[src/cbm_pkg.sv]
`timescale 1ns / 1ps

package cbm_pkg;

   localparam int ROM_BANK_BITS = 5;
   localparam int RAM_BANK_BITS = 2;
   localparam int ADDR_W        = 16;
   localparam int DATA_W        = 8;
   localparam int PHYS_W        = 20;
   localparam int REQ_TDATA_W   = 32;
   localparam int RSP_TDATA_W   = 32;
   localparam int CSR_INDEX_W   = 1;
   localparam int CSR_DATA_W    = 8;
   localparam int RAM_OFFSET_W  = 13;
   localparam int ROM_OFFSET_W  = 14;

   localparam logic OP_READ  = 1'b0;
   localparam logic OP_WRITE = 1'b1;

   localparam logic [1:0] TGT_NONE = 2'd0;
   localparam logic [1:0] TGT_ROM  = 2'd1;
   localparam logic [1:0] TGT_RAM  = 2'd2;
   localparam logic [1:0] TGT_OPEN = 2'd3;

   localparam logic [CSR_INDEX_W-1:0] CSR_CART_TYPE = 1'd0;
   localparam logic [CSR_INDEX_W-1:0] CSR_RAM_SIZE  = 1'd1;

   localparam logic [7:0] CART_MBC_FIRST = 8'd1;
   localparam logic [7:0] CART_MBC_LAST  = 8'd3;
   localparam logic [7:0] CART_SAVE_TYPE = 8'd3;

   localparam logic [7:0] RAM_SIZE_1BANK  = 8'd2;
   localparam logic [7:0] RAM_SIZE_4BANK  = 8'd3;
   localparam logic [7:0] RAM_SIZE_16BANK = 8'd4;
   localparam logic [7:0] RAM_SIZE_8BANK  = 8'd5;

   localparam logic [ADDR_W-1:0] REGION_MASK   = 16'hE000;
   localparam logic [ADDR_W-1:0] REGION_RAMEN  = 16'h0000;
   localparam logic [ADDR_W-1:0] REGION_ROMB   = 16'h2000;
   localparam logic [ADDR_W-1:0] REGION_RAMB   = 16'h4000;
   localparam logic [ADDR_W-1:0] REGION_MODE   = 16'h6000;
   localparam logic [ADDR_W-1:0] REGION_RAM    = 16'hA000;
   localparam logic [ADDR_W-1:0] ROM_BANK_BASE = 16'h4000;
   localparam logic [3:0]        RAM_KEY       = 4'hA;

   typedef struct packed {
      logic [DATA_W-1:0] bus_data;
      logic [ADDR_W-1:0] bus_address;
      logic              op;
   } cbm_item_type;

   typedef struct packed {
      logic              save_request;
      logic [DATA_W-1:0] ram_data;
      logic              ram_write;
      logic [PHYS_W-1:0] phys_address;
      logic [1:0]        target;
   } cbm_result_type;

   function automatic logic bank_present(input logic [7:0] code,
                                         input logic [RAM_BANK_BITS-1:0] bank);
      logic [31:0] b;
      b = 32'(bank);
      case (code)
         RAM_SIZE_1BANK:  return b == 32'd0;
         RAM_SIZE_4BANK:  return b < 32'd4;
         RAM_SIZE_16BANK: return b < 32'd16;
         RAM_SIZE_8BANK:  return b < 32'd8;
         default:         return 1'b0;
      endcase
   endfunction

endpackage

[src/cart_bank_mapper.sv]
`timescale 1ns / 1ps
// An accepted req item passes through the input register, then the result register, to rsp_tvalid.
// Throughput: 1 item per cycle; decode and bank-state update finish in the single pass
// between the two registers; req_tready drops only while both registers are full and
// rsp_tready is low.
// Reset (synchronous, active high): both pipeline stages empty, cart_type and
// ram_size_code 0, ROM bank 1, RAM disabled, RAM bank 0, mode 0, dirty clear.

module cart_bank_mapper (
   input  logic                            clock,
   input  logic                            reset,
   // req_tdata: op[0], bus_address[16:1], bus_data[24:17], ignored [31:25]
   input  logic                            req_tvalid,
   output logic                            req_tready,
   input  logic [cbm_pkg::REQ_TDATA_W-1:0] req_tdata,
   // rsp_tdata: target[1:0], phys_address[21:2], ram_write[22], ram_data[30:23],
   // save_request[31]
   output logic                            rsp_tvalid,
   input  logic                            rsp_tready,
   output logic [cbm_pkg::RSP_TDATA_W-1:0] rsp_tdata,
   input  logic                            csr_we,
   input  logic [cbm_pkg::CSR_INDEX_W-1:0] csr_index,
   input  logic [cbm_pkg::CSR_DATA_W-1:0]  csr_wdata
);
   import cbm_pkg::*;

   logic           s1_valid;
   logic           s2_ready;
   cbm_item_type   s1_item;
   cbm_result_type s1_result;

   cbm_in_stage u_in (
      .clock      (clock),
      .reset      (reset),
      .req_tvalid (req_tvalid),
      .req_tready (req_tready),
      .req_tdata  (req_tdata),
      .down_ready (s2_ready),
      .valid      (s1_valid),
      .item       (s1_item)
   );

   cbm_core u_core (
      .clock     (clock),
      .reset     (reset),
      .csr_we    (csr_we),
      .csr_index (csr_index),
      .csr_wdata (csr_wdata),
      .item      (s1_item),
      .fire      (s1_valid && s2_ready),
      .result    (s1_result)
   );

   cbm_out_stage u_out (
      .clock      (clock),
      .reset      (reset),
      .in_valid   (s1_valid),
      .in_ready   (s2_ready),
      .result     (s1_result),
      .rsp_tvalid (rsp_tvalid),
      .rsp_tready (rsp_tready),
      .rsp_tdata  (rsp_tdata)
   );

endmodule

[src/cbm_in_stage.sv]
`timescale 1ns / 1ps

module cbm_in_stage (
   input  logic                          clock,
   input  logic                          reset,
   input  logic                          req_tvalid,
   output logic                          req_tready,
   input  logic [cbm_pkg::REQ_TDATA_W-1:0] req_tdata,
   input  logic                          down_ready,
   output logic                          valid,
   output cbm_pkg::cbm_item_type         item
);
   import cbm_pkg::*;

   logic         valid_ff;
   logic         valid_in;
   cbm_item_type item_ff;

   assign req_tready = !valid_ff || down_ready;

   always_comb begin
      valid_in = valid_ff;
      if (req_tready) begin
         valid_in = req_tvalid;
      end
   end

   always_ff @(posedge clock) begin
      if (reset) begin
         valid_ff <= 1'b0;
      end else begin
         valid_ff <= valid_in;
      end
   end

   always_ff @(posedge clock) begin
      if (req_tvalid && req_tready) begin
         item_ff <= cbm_item_type'(req_tdata[$bits(cbm_item_type)-1:0]);
      end
   end

   assign valid = valid_ff;
   assign item  = item_ff;

endmodule

[src/cbm_core.sv]
`timescale 1ns / 1ps

module cbm_core (
   input  logic                            clock,
   input  logic                            reset,
   input  logic                            csr_we,
   input  logic [cbm_pkg::CSR_INDEX_W-1:0] csr_index,
   input  logic [cbm_pkg::CSR_DATA_W-1:0]  csr_wdata,
   input  cbm_pkg::cbm_item_type           item,
   input  logic                            fire,
   output cbm_pkg::cbm_result_type         result
);
   import cbm_pkg::*;

   logic [7:0]               cart_type_ff;
   logic [7:0]               ram_size_code_ff;
   logic                     ram_enable_ff, ram_enable_in;
   logic [ROM_BANK_BITS-1:0] rom_bank_ff, rom_bank_in;
   logic [RAM_BANK_BITS-1:0] ram_bank_select_ff, ram_bank_select_in;
   logic                     banking_mode_ff, banking_mode_in;
   logic [RAM_BANK_BITS-1:0] active_ram_bank_ff, active_ram_bank_in;
   logic                     dirty_ff, dirty_in;

   logic                     mapper_on;
   logic                     ram_ok;
   logic [ADDR_W-1:0]        region;
   logic [ROM_BANK_BITS-1:0] rom_sel;
   logic [PHYS_W-1:0]        rom_phys;
   logic [PHYS_W-1:0]        ram_phys;

   always_ff @(posedge clock) begin
      if (reset) begin
         cart_type_ff     <= 8'd0;
         ram_size_code_ff <= 8'd0;
      end else if (csr_we) begin
         case (csr_index)
            CSR_CART_TYPE: cart_type_ff     <= csr_wdata;
            CSR_RAM_SIZE:  ram_size_code_ff <= csr_wdata;
            default: ;
         endcase
      end
   end

   always_comb begin
      mapper_on = cart_type_ff inside {[CART_MBC_FIRST:CART_MBC_LAST]};
      ram_ok    = ram_enable_ff && bank_present(ram_size_code_ff, active_ram_bank_ff);
      region    = item.bus_address & REGION_MASK;
      rom_sel   = item.bus_data[ROM_BANK_BITS-1:0];
      rom_phys  = PHYS_W'({rom_bank_ff, {ROM_OFFSET_W{1'b0}}})
                + PHYS_W'(item.bus_address - ROM_BANK_BASE);
      ram_phys  = PHYS_W'({active_ram_bank_ff, item.bus_address[RAM_OFFSET_W-1:0]});

      ram_enable_in      = ram_enable_ff;
      rom_bank_in        = rom_bank_ff;
      ram_bank_select_in = ram_bank_select_ff;
      banking_mode_in    = banking_mode_ff;
      active_ram_bank_in = active_ram_bank_ff;
      dirty_in           = dirty_ff;
      result             = '0;

      if (item.op == OP_READ) begin
         if (!mapper_on || item.bus_address < ROM_BANK_BASE) begin
            result.target       = TGT_ROM;
            result.phys_address = PHYS_W'(item.bus_address);
         end else if (region == REGION_RAM) begin
            if (ram_ok) begin
               result.target       = TGT_RAM;
               result.phys_address = ram_phys;
            end else begin
               result.target = TGT_OPEN;
            end
         end else begin
            result.target       = TGT_ROM;
            result.phys_address = rom_phys;
         end
      end else if (mapper_on) begin
         case (region)
            REGION_RAMEN: begin
               ram_enable_in = item.bus_data[3:0] == RAM_KEY;
            end
            REGION_ROMB: begin
               rom_bank_in = (rom_sel == '0) ? ROM_BANK_BITS'(1) : rom_sel;
            end
            REGION_RAMB: begin
               ram_bank_select_in = item.bus_data[RAM_BANK_BITS-1:0];
               if (banking_mode_ff) begin
                  active_ram_bank_in  = item.bus_data[RAM_BANK_BITS-1:0];
                  result.save_request = dirty_ff;
               end
            end
            REGION_MODE: begin
               banking_mode_in = item.bus_data[0];
               if (item.bus_data[0]) begin
                  active_ram_bank_in  = ram_bank_select_ff;
                  result.save_request = dirty_ff;
               end
            end
            REGION_RAM: begin
               if (ram_ok) begin
                  result.target       = TGT_RAM;
                  result.phys_address = ram_phys;
                  result.ram_write    = 1'b1;
                  result.ram_data     = item.bus_data;
                  if (cart_type_ff == CART_SAVE_TYPE) begin
                     dirty_in = 1'b1;
                  end
               end
            end
            default: ;
         endcase
      end
   end

   always_ff @(posedge clock) begin
      if (reset) begin
         ram_enable_ff      <= 1'b0;
         rom_bank_ff        <= ROM_BANK_BITS'(1);
         ram_bank_select_ff <= '0;
         banking_mode_ff    <= 1'b0;
         active_ram_bank_ff <= '0;
         dirty_ff           <= 1'b0;
      end else if (fire) begin
         ram_enable_ff      <= ram_enable_in;
         rom_bank_ff        <= rom_bank_in;
         ram_bank_select_ff <= ram_bank_select_in;
         banking_mode_ff    <= banking_mode_in;
         active_ram_bank_ff <= active_ram_bank_in;
         dirty_ff           <= dirty_in;
      end
   end

endmodule

[src/cbm_out_stage.sv]
`timescale 1ns / 1ps

module cbm_out_stage (
   input  logic                            clock,
   input  logic                            reset,
   input  logic                            in_valid,
   output logic                            in_ready,
   input  cbm_pkg::cbm_result_type         result,
   output logic                            rsp_tvalid,
   input  logic                            rsp_tready,
   output logic [cbm_pkg::RSP_TDATA_W-1:0] rsp_tdata
);
   import cbm_pkg::*;

   logic           valid_ff;
   logic           valid_in;
   cbm_result_type result_ff;

   assign in_ready = !valid_ff || rsp_tready;

   always_comb begin
      valid_in = valid_ff;
      if (in_ready) begin
         valid_in = in_valid;
      end
   end

   always_ff @(posedge clock) begin
      if (reset) begin
         valid_ff <= 1'b0;
      end else begin
         valid_ff <= valid_in;
      end
   end

   always_ff @(posedge clock) begin
      if (in_valid && in_ready) begin
         result_ff <= result;
      end
   end

   assign rsp_tvalid = valid_ff;
   assign rsp_tdata  = RSP_TDATA_W'(result_ff);

endmodule

[config.mk]
export PLATFORM = sky130hd
export DESIGN_NAME = cart_bank_mapper
export DESIGN_NICKNAME = d
export VERILOG_FILES = /design/src/cbm_pkg.sv /design/src/cart_bank_mapper.sv /design/src/cbm_in_stage.sv /design/src/cbm_core.sv /design/src/cbm_out_stage.sv
export SDC_FILE = /design/constraint.sdc
export NUM_CORES = 1
export LEC_CHECK = 0
export ABC_AREA = 1
export BUFFER_PORTS_ARGS = -buffer_cell sky130_fd_sc_hd__clkbuf_2
export CELL_PAD_IN_SITES_DETAIL_PLACEMENT = 0
export CELL_PAD_IN_SITES_GLOBAL_PLACEMENT = 1
export CORE_MARGIN = 4
export CORE_UTILIZATION = 41
export CTS_CLUSTER_DIAMETER = 150
export DETAILED_ROUTE_END_ITERATION = 8
export PLACE_DENSITY_LB_ADDON = 0.1
export SLEW_MARGIN = 10
export SYNTH_ARGS = -nofsm -noshare
export SYNTH_HDL_FRONTEND = slang
export SYNTH_SLANG_ARGS = --single-unit
export TNS_END_PERCENT = 10
[constraint.sdc]
create_clock -name clock -period 2.2 [get_ports clock]
set_input_delay 0.44 -clock clock [delete_from_list [all_inputs] [get_ports clock]]
set_output_delay 0.44 -clock clock [all_outputs]
set_load 0.01 [all_outputs]
==> flow_summary_export.csv, run 1 <==
group,metric,value,unit
outcome,status,"finished, final reports clean",
cts,cts_buffer_depth,2,
finish,antennaDiodeCount,0,
detailed_routing,drc,0,
critical_path,crit_chain,"inv_2 -> ha_1 -> inv_1 -> fa_1 -> nand2_1 -> inv_1 -> o21ai_0 -> nand2_1 -> xor2_1 -> inv_1 -> nor2_1",
global_route,grt_pass1_wl,11800,um
floorplan,fp-row-count,34,
timing,whs,0.249,ns
floorplan,coreArea,8680,um2
timing,rsz0062_at_grt,"no",
finish,layout_common_cells,"72 x clkbuf_2, 59 x inv_1, 57 x edfxtp_1",
detailed_routing,wl,7220,um
timing,worst_pin_slew,0.518,ns
cts,cts_setup_buffers,0,
logic_synthesis,async_flop_share,0,
logic_synthesis,ys_seq_area_frac,0.638,
cts,cts_root_buffer,"clkbuf_8",
timing,finalHoldViolCount,0,
cts,cts.sinks,87,
global_route,antenna_found_initial,0,
cts,cts_hold_buf,0,
timing,setup_tns,0,ns
critical_path,cp.arrival,2.09,ns
cts,clkLatencyLatePin,0.36,ns
logic_synthesis,syn_area_per_cell,10.4,um2
power,irDropWorstVdd,0.382,mV
worst_hold_path,hold_path.class,"input port to flop",
global_route,grt-ovfl-total,0,
detailed_routing,ant_nets,0,
critical_path,setup.worst_path.class,"flop to flop",
timing,timing.fmax,0.506,GHz
worst_hold_path,holdPathStages,1,
cts,clk_pin_slew,0.09,ns
logic_synthesis,synth_edf_count,57,
cts,cts_buffers,9,
logic_synthesis,yosys.area.top_type,"edfxtp_1",
critical_path,startpoint_type,"flop",
floorplan,die_area,10400,um2
timing,maxSlewViolCount,0,
critical_path,reg2reg_depth,11,
logic_synthesis,synth_cell_types,28,
power,leakage,1.88,nW
logic_synthesis,synth.top_cell.area_share,0.472,
detailed_routing,dr.pass1.iters,4,
critical_path,path_max_fanout,4,
detailed_routing,routedWlPerCell,13.2,um
critical_path,crit_required,2.31,ns
finish,area_delta_synth_final,20.2,%
logic_synthesis,synthTopCellsByArea,"edfxtp_1 47%, dfxtp_1 17%, inv_1 6.1%, nand2_1 4.9%, o21ai_0 3.9%",
placement,io_buffers,72,
finish,layout_commonest_cell,"clkbuf_2",
timing,setup_viol,0,
floorplan,start_util,0.418,
placement,dp_hpwl,5240,um
floorplan,die_y,102,um
finish,drive_above_1_share,0.274,
cts,cts_tree,"yes",
placement,pre_cts_ws,0.207,ns
detailed_routing,viasPerCell,4.66,
floorplan,ios,80,
detailed_routing,drtIter0Drc,78,
finish,design_area,4360,um2
flow_run,drv_cap,0,
logic_synthesis,ys_warn_count,0,
logic_synthesis,netlist_area,3620,um2
placement,place_area,4130,um2
critical_path,cpMostUsedCell,"inv_1",
global_route,grt_usage,0.149,
global_route,grt_max_degree,26,
logic_synthesis,syn-instance-count,350,
global_route,grt_pass1_vias,2392,
critical_path,critPathCaptureType,"flop",
timing,setup_ws,0.225,ns
logic_synthesis,ys_ff_latch,87,
cts,ctsResizeCount,0,
logic_synthesis,synth_ff_type,"edfxtp_1",
detailed_routing,via_count,2545,
finish,layout.nets,486,
timing,relSlewSlack,0.654,
cts,htreeDepth,3,
floorplan,die_w,102,um
critical_path,cp_slowest_stage_delay,0.40,ns
timing,period_share,0.898,
power,power.density,770,nW/um2
timing,clock_skew,0.0139,ns
placement,gp_congestion,0.774,
logic_synthesis,synth_nets,403,
timing,period_minus_slack,1.97,ns
critical_path,cp_slowest_cell,"fa_1",
[logic make-up (layout without fill, tap and decap cells)]
family	Yosys count	in the layout	synth area share
simple gates	131	131	0.179
flops	87	87	0.638
buf+inv	68	156	0.0749
compound gates	56	56	0.0790
fa+ha+maj	7	7	0.0262
xor+xnor	1	1	0.00242
[worst max-delay path, delay by kind of cell (launching register included)]
| family | cells | cell delay (ns) |
|---|---|---|
| AOI/OAI and AO/OA | 1 | 0.14 |
| buffers and inverters | 4 | 0.24 |
| xor gates and xnor gates | 1 | 0.14 |
| and+or+nand+nor | 3 | 0.19 |
| DFF | 1 | 0.37 |
| adders and majority gates | 2 | 0.67 |
[synth_stat cells, types with 2 or more instances]
library cell   n
inv_1         59
nand2_1       47
nor3_4         2
buf_4          2
ha_1           6
dfxtp_1       30
edfxtp_1      57
o21ai_0       28
nor2_1        33
nor3_1         5
nand4_1        6
nor2_4         4
clkbuf_1       4
a21oi_1       26
nand3_1       15
nand2_2        4
nor2_2        11
[where the power goes]
| group | switching [W] | total, W | internal (W) |
|---|---|---|---|
| logic | 0.000177 | 0.000276 | 0.0000993 |
| clock network | 0.000582 | 0.00123 | 0.000648 |
| registers | 0.0000282 | 0.00185 | 0.00182 |
[worst paths after layout]
| path | slack, ns | endpoint | startpoint |
|---|---|---|---|
| worst max register to register | 0.23 | u_out.rsp_tdata[20] | u_in.item[15] |
| worst min-delay path | 0.25 | u_in.item[6] | req_tdata[6] |
| worst min register to register | 0.45 | u_core.cart_type_ff[7] | u_core.cart_type_ff[7] |
| worst max-delay path | 0.23 | u_out.rsp_tdata[20] | u_in.item[15] |
[cell type report]
| type | instances | area (um2) |
|---|---|---|
| Multi-Input combinational cell | 195 | 1040 |
| Sequential cell | 87 | 2310 |
| Timing Repair Buffer | 80 | 420 |
| Clock buffer | 10 | 128 |
| Fill cell | 871 | 4320 |
| Tap cell | 108 | 135 |
| Clock inverter | 6 | 93.8 |
| Inverter | 60 | 225 |
[state kept, by name (all words and copies together) (netlist names), 2 cells and up]
name	cells
u_out.rsp_tdata	32
u_in.item	25
u_core.cart_type_ff	8
u_core.ram_size_code_ff	8
u_core.rom_bank_ff	5
u_core.active_ram_bank_ff	2
u_core.ram_bank_select_ff	2
[stage by stage]
| stage | utilization | instances | total power, W |
|---|---|---|---|
| 3_3_place_gp | 0.476 | 530 | 0.00216 |
| 4_1_cts | 0.502 | 546 | 0.00341 |
| 6_report | 0.502 | 546 | 0.00335 |
| 5_1_grt | 0.502 | 546 | 0.00351 |
| 2_1_floorplan | - | 350 | 0.00205 |
| 3_5_place_dp | 0.476 | 530 | 0.00217 |
[metal layers]
metal / vias up / GRT usage / wire [um]
met3: 4 / 0.0444 / 327
met1: 1182 / 0.190 / 3280
li1: 1316 / - / -
met2: 43 / 0.241 / 3560
met4: 0 / 0.0545 / 48
met5: - / 0 / 0
(Power assumes the default switching activity.)
==> run 2, diff against run 1 <==
Settings changed: CORE_UTILIZATION 41 to 44.
Clock period 2.2 ns to 2.52 ns, I/O delays scaled along.
==> flow_summary_export.csv, run 2 (synthesis results as in run 1) <==
group,metric,value,unit
outcome,status,"finished, final reports clean",
critical_path,setup.worst_path.class,"flop to flop",
cts,cts_setup_buffers,0,
critical_path,startpoint_type,"flop",
timing,rsz0062_at_grt,"no",
finish,fin_cells,536,
cts,cts_root_buffer,"clkbuf_8",
critical_path,reg2reg_depth,11,
detailed_routing,wl,6960,um
global_route,grt_max_degree,33,
cts,ctsResizeCount,0,
power,power.density,666,nW/um2
timing,relSlewSlack,0.655,
cts,cts_hold_buf,0,
finish,antennaDiodeCount,0,
global_route,grt_pass1_wl,11500,um
critical_path,reg2reg_to,"u_out.rsp_tdata[20]",
critical_path,crit_end,"u_out.rsp_tdata[20]",
timing,finalHoldViolCount,0,
critical_path,cp_slowest_cell,"edfxtp_1",
critical_path,cpMostUsedCell,"inv_1",
timing,setup_viol,0,
cts,clk_pin_slew,0.09,ns
placement,io_buffers,72,
global_route,antenna_found_initial,0,
critical_path,r2r-start,"u_in.item[15]",
timing,maxSlewViolCount,0,
finish,layout_common_cells,"72 x clkbuf_2, 59 x inv_1, 57 x edfxtp_1",
flow_run,drv_cap,0,
cts,clkLatencyLatePin,0.35,ns
detailed_routing,met2_wirelength,3360,um
placement,dp_hpwl,4940,um
critical_path,crit_chain,"inv_2 -> ha_1 -> inv_1 -> fa_1 -> nand2_1 -> inv_1 -> o21ai_0 -> nand2_1 -> xor2_1 -> inv_1 -> nor2_1",
timing,whs,0.318,ns
power,leakage,1.86,nW
floorplan,die_w,98.8,um
detailed_routing,highest_layer,"met4",
critical_path,crit_required,2.64,ns
timing,period_share,0.837,
detailed_routing,drtIter0Drc,86,
detailed_routing,drc,0,
global_route,grt_usage,0.151,
detailed_routing,routedWlPerCell,13.0,um
global_route,grt_pass1_vias,2439,
floorplan,die_area,9750,um2
critical_path,critPathCaptureType,"flop",
detailed_routing,ant_nets,0,
critical_path,path_max_fanout,4,
timing,setup_tns,0,ns
timing,clock_skew,0.00893,ns
finish,largest_register_ffs,32,
timing,worst_pin_slew,0.517,ns
finish,drive_above_1_share,0.270,
detailed_routing,dr.pass1.iters,4,
global_route,grt-ovfl-total,0,
floorplan,die_y,98.8,um
finish,area_delta_synth_final,18.7,%
detailed_routing,met1_length,3140,um
finish,layout.nets,482,
cts,cts.sinks,87,
floorplan,start_util,0.460,
floorplan,fp-row-count,32,
detailed_routing,met3_length,345,um
power,irDropWorstVdd,0.315,mV
placement,gp_congestion,0.792,
detailed_routing,viasPerCell,4.67,
finish,layout_commonest_cell,"clkbuf_2",
timing,period_minus_slack,2.11,ns
cts,cts_buffers,9,
placement,placed_cells,520,
floorplan,ios,80,
cts,cts_tree,"yes",
critical_path,cp.arrival,2.23,ns
critical_path,rrSetupSlack,0.41,ns
power,finalPower,0.00287,W
detailed_routing,via_count,2502,
critical_path,cp_slowest_stage_delay,0.45,ns
worst_hold_path,hold_path.class,"input port to flop",
cts,htreeDepth,3,
floorplan,coreArea,7890,um2
timing,timing.fmax,0.474,GHz
critical_path,startpoint,"u_in.item[15]",
cts,cts_buffer_depth,2,
==> run 2: cell types whose count changed in the layout (fill, tap and decap cells not counted) <==
cell,previous run,this run
inv_8,0,1
clkbuf_1,1,0
inv_6,1,3
bufinv_16,2,1
buf_4,8,4
clkinv_4,2,1
==> run 2: worst min path at each step <==
stage / from / endpoint / slack, ns / cells past startpoint
after floorplan: u_core.cart_type_ff[4] / u_core.cart_type_ff[4] / 0.43 / 2
after global placement: u_core.cart_type_ff[5] / u_core.cart_type_ff[5] / 0.44 / 2
after detailed placement: u_core.dirty_ff / u_core.dirty_ff / 0.44 / 2
after CTS: req_tdata[5] / u_in.item[5] / 0.30 / 1
after global routing: req_tdata[13] / u_in.item[13] / 0.28 / 1
final: req_tdata[5] / u_in.item[5] / 0.32 / 1
==> run 2: report_power, final <==
group	switching [W]	internal [W]
registers	0.0000251	0.00159
clock network	0.000543	0.000478
logic	0.000151	0.0000834
total	0.000718	0.00215
==> run 2: through the flow <==
stage / instance area, um2 / setup WS [ns] / util
4_1_cts: 4300 / 0.389 / 0.546
3_5_place_dp: 4100 / 0.401 / 0.519
2_1_floorplan: 3620 / 0.505 / -
5_1_grt: 4300 / 0.234 / 0.546
6_report: 4300 / 0.411 / 0.546
3_3_place_gp: 4100 / 0.433 / 0.519
==> run 2: routing by layer <==
layer / GRT usage / vias to the layer above
li1: - / 1309
met1: 0.192 / 1124
met2: 0.245 / 56
met3: 0.0467 / 13
met4: 0.0515 / 0
met5: 0 / -
==> run 2: worst max-delay path: cells and delay by family, from the launching register on <==
family	cells	cell delay, ns
AOI/OAI and AO/OA	1	0.14
adders and majority gates	2	0.69
DFF	1	0.45
xor gates and xnor gates	1	0.14
buffers and inverters	4	0.26
and+or+nand+nor	3	0.19
==> run 2: final cells by class <==
type,instances,area [um2]
fill,731,3580
sequential,87,2310
multi-input combinational,195,1040
timing repair buffer,76,390
inverter,60,225
tap,102,128
clock buffer,9,124
clock inverter,7,83.8
==> run 3, diff against run 2 <==
Settings changed: ABC_AREA 1 to 0, CORE_UTILIZATION 44 to 38.
Clock period 2.52 ns to 1.7 ns, I/O delays scaled along.
==> flow_summary_export.csv, run 3 <==
group,metric,value,unit
logic_synthesis,syn-instance-count,290,
logic_synthesis,synth_cell_types,49,
timing,timing.fmax,0.543,GHz
logic_synthesis,ys_seq_area_frac,0.641,
global_route,grt_max_degree,25,
cts,clkLatencyLatePin,0.35,ns
worst_hold_path,hold_path.class,"input port to flop",
global_route,grt_pass1_wl,12000,um
critical_path,path_max_fanout,4,
detailed_routing,dr.pass1.iters,4,
logic_synthesis,synth_edf_count,57,
global_route,grt_usage,0.138,
logic_synthesis,yosys.area.top_type,"edfxtp_1",
logic_synthesis,synth_nets,343,
placement,dp_hpwl,5350,um
global_route,antenna_found_initial,0,
detailed_routing,drtIter0Drc,79,
floorplan,coreArea,9240,um2
finish,area_delta_synth_final,28.4,%
critical_path,startpoint_type,"flop",
logic_synthesis,async_flop_share,0,
finish,largest_register_ffs,32,
placement,placed_cells,506,
finish,layout_common_cells,"72 x clkbuf_2, 57 x edfxtp_1, 27 x nand2_1, 27 x buf_4, 27 x dfxtp_1",
critical_path,setup.worst_path.class,"flop to flop",
critical_path,crit_required,1.80,ns
floorplan,fp-row-count,35,
logic_synthesis,ys_warn_count,0,
logic_synthesis,synth.top_cell.area_share,0.475,
detailed_routing,via_count,2456,
detailed_routing,wl,7340,um
cts,clk_pin_slew,0.09,ns
finish,layout_commonest_cell,"clkbuf_2",
floorplan,ios,80,
cts,cts_hold_buf,0,
logic_synthesis,synthTopCellsByArea,"edfxtp_1 47%, dfxtp_1 17%, mux2i_1 5.0%, nand2_1 2.8%, nor2b_1 2.6%",
timing,clock_skew,0.00847,ns
outcome,violations,"setup timing",
timing,setup_tns,-2.09,ns
timing,period_share,1.08,
timing,relSlewSlack,0.789,
logic_synthesis,netlist_area,3600,um2
critical_path,cp.arrival,1.95,ns
flow_run,drv_cap,0,
detailed_routing,drc,0,
placement,io_buffers,72,
placement,gp_congestion,0.758,
finish,antennaDiodeCount,0,
timing,finalHoldViolCount,0,
logic_synthesis,synth.most_common_cell,"edfxtp_1",
floorplan,die_w,105,um
power,irDropWorstVdd,0.358,mV
placement,pre_cts_ws,-0.165,ns
finish,seqCellArea,2320,um2
logic_synthesis,synth_ff_type,"edfxtp_1",
floorplan,die_y,105,um
floorplan,die_area,11100,um2
cts,cts_buffer_depth,2,
logic_synthesis,syn_area_per_cell,12.4,um2
timing,setup_viol,28,
finish,multi_input_area,1290,um2
logic_synthesis,synth_commonest_cells,"57 x edfxtp_1, 30 x dfxtp_1, 27 x nand2_1",
critical_path,critPathCaptureType,"flop",
timing,period_minus_slack,1.84,ns
finish,fillCellCount,861,
outcome,status,"finished with violations",
cts,cts_tree,"yes",
power,leakage,1.90,nW
detailed_routing,routedWlPerCell,14.0,um
floorplan,start_util,0.390,
finish,drive_above_1_share,0.373,
cts,cts_buffers,9,
critical_path,rrSetupSlack,-0.14,ns
detailed_routing,ant_nets,0,
cts,cts.sinks,87,
finish,design_area,4630,um2
global_route,grt-ovfl-total,0,
cts,htreeDepth,3,
power,power.density,945,nW/um2
timing,rsz0062_at_grt,"yes",
placement,place_area,4320,um2
timing,worst_pin_slew,0.314,ns
timing,setup_ws,-0.143,ns
global_route,grt_pass1_vias,2440,
detailed_routing,viasPerCell,4.70,
timing,maxSlewViolCount,0,
finish,layout.nets,443,
cts,cts_root_buffer,"clkbuf_8",
logic_synthesis,ys_ff_latch,87,
finish,fin_cells,523,
## run 3: changes by cell type in the layout (fill, tap and decap cells not counted), sizes merged, moves of 5 or more
| cell | before | now |
|---|---|---|
| and2 | 0 | 10 |
| nor2b | 0 | 15 |
| nor2 | 48 | 24 |
| inv | 64 | 10 |
| o21ai | 28 | 4 |
| mux2i | 0 | 18 |
| buf | 4 | 29 |
| nand3 | 17 | 12 |
| nand2 | 51 | 27 |
| a21oi | 27 | 16 |
## run 3: per-layer routing
| metal | GRT usage | part of all wire | vias to the layer above |
|---|---|---|---|
| met1 | 0.178 | 0.45 | 1149 |
| met2 | 0.227 | 0.50 | 56 |
| met4 | 0.0450 | 0.0089 | 0 |
| li1 | - | - | 1246 |
| met5 | 0 | 0 | - |
| met3 | 0.0355 | 0.046 | 5 |
## run 3: power by group
group	internal [W]	leakage, nW	switching, W
registers	0.00234	0.804	0.0000406
clock network	0.000830	0.106	0.000735
logic	0.000197	0.993	0.000226
## run 3: cells by family after synthesis
group	synth area share
mux	0.0562
fa+ha+maj	0.0264
flops	0.641
xor+xnor	0.00729
buf+inv	0.0233
simple gates	0.185
compound gates	0.0601
## run 3: through the flow
step / total power [W] / util / hold WS, ns
2_1_floorplan: 0.00265 / - / 0.409
3_3_place_gp: 0.00284 / 0.468 / 0.443
3_5_place_dp: 0.00284 / 0.468 / 0.446
4_1_cts: 0.00444 / 0.495 / 0.139
5_1_grt: 0.00458 / 0.501 / 0.130
6_report: 0.00437 / 0.501 / 0.160
## run 3: final timing paths
path | start | end | cells past startpoint
setup / recovery | u_core.cart_type_ff[3] | u_out.rsp_tdata[16] | 5
hold / removal | req_tdata[3] | u_in.item[3] | 1
setup reg to reg | u_core.cart_type_ff[3] | u_out.rsp_tdata[16] | 5
hold reg to reg | u_core.ram_size_code_ff[6] | u_core.ram_size_code_ff[6] | 2
## run 3: worst max-delay path: stages, from the launching register on
cell	delay (ns)
dfxtp_2	0.35
or4_4	0.55
nor4b_4	0.28
buf_4	0.18
mux2i_1	0.07
a31o_1	0.18
## run 3: what timing repair did
action	CTS	global route
setup endpoints to repair	30	36
pin swaps	3	5
gates cloned	0	0
gates resized for setup	7	8
setup buffers	2	0
## run 3: area by class of cell
| class | instances | share of cell area |
|---|---|---|
| Clock inverter | 6 | 0.0203 |
| Multi-Input combinational cell | 182 | 0.280 |
| Timing Repair Buffer | 101 | 0.130 |
| Clock buffer | 9 | 0.0268 |
| Sequential cell | 87 | 0.501 |
| Tap cell | 129 | 0.0349 |
| Inverter | 9 | 0.00730 |
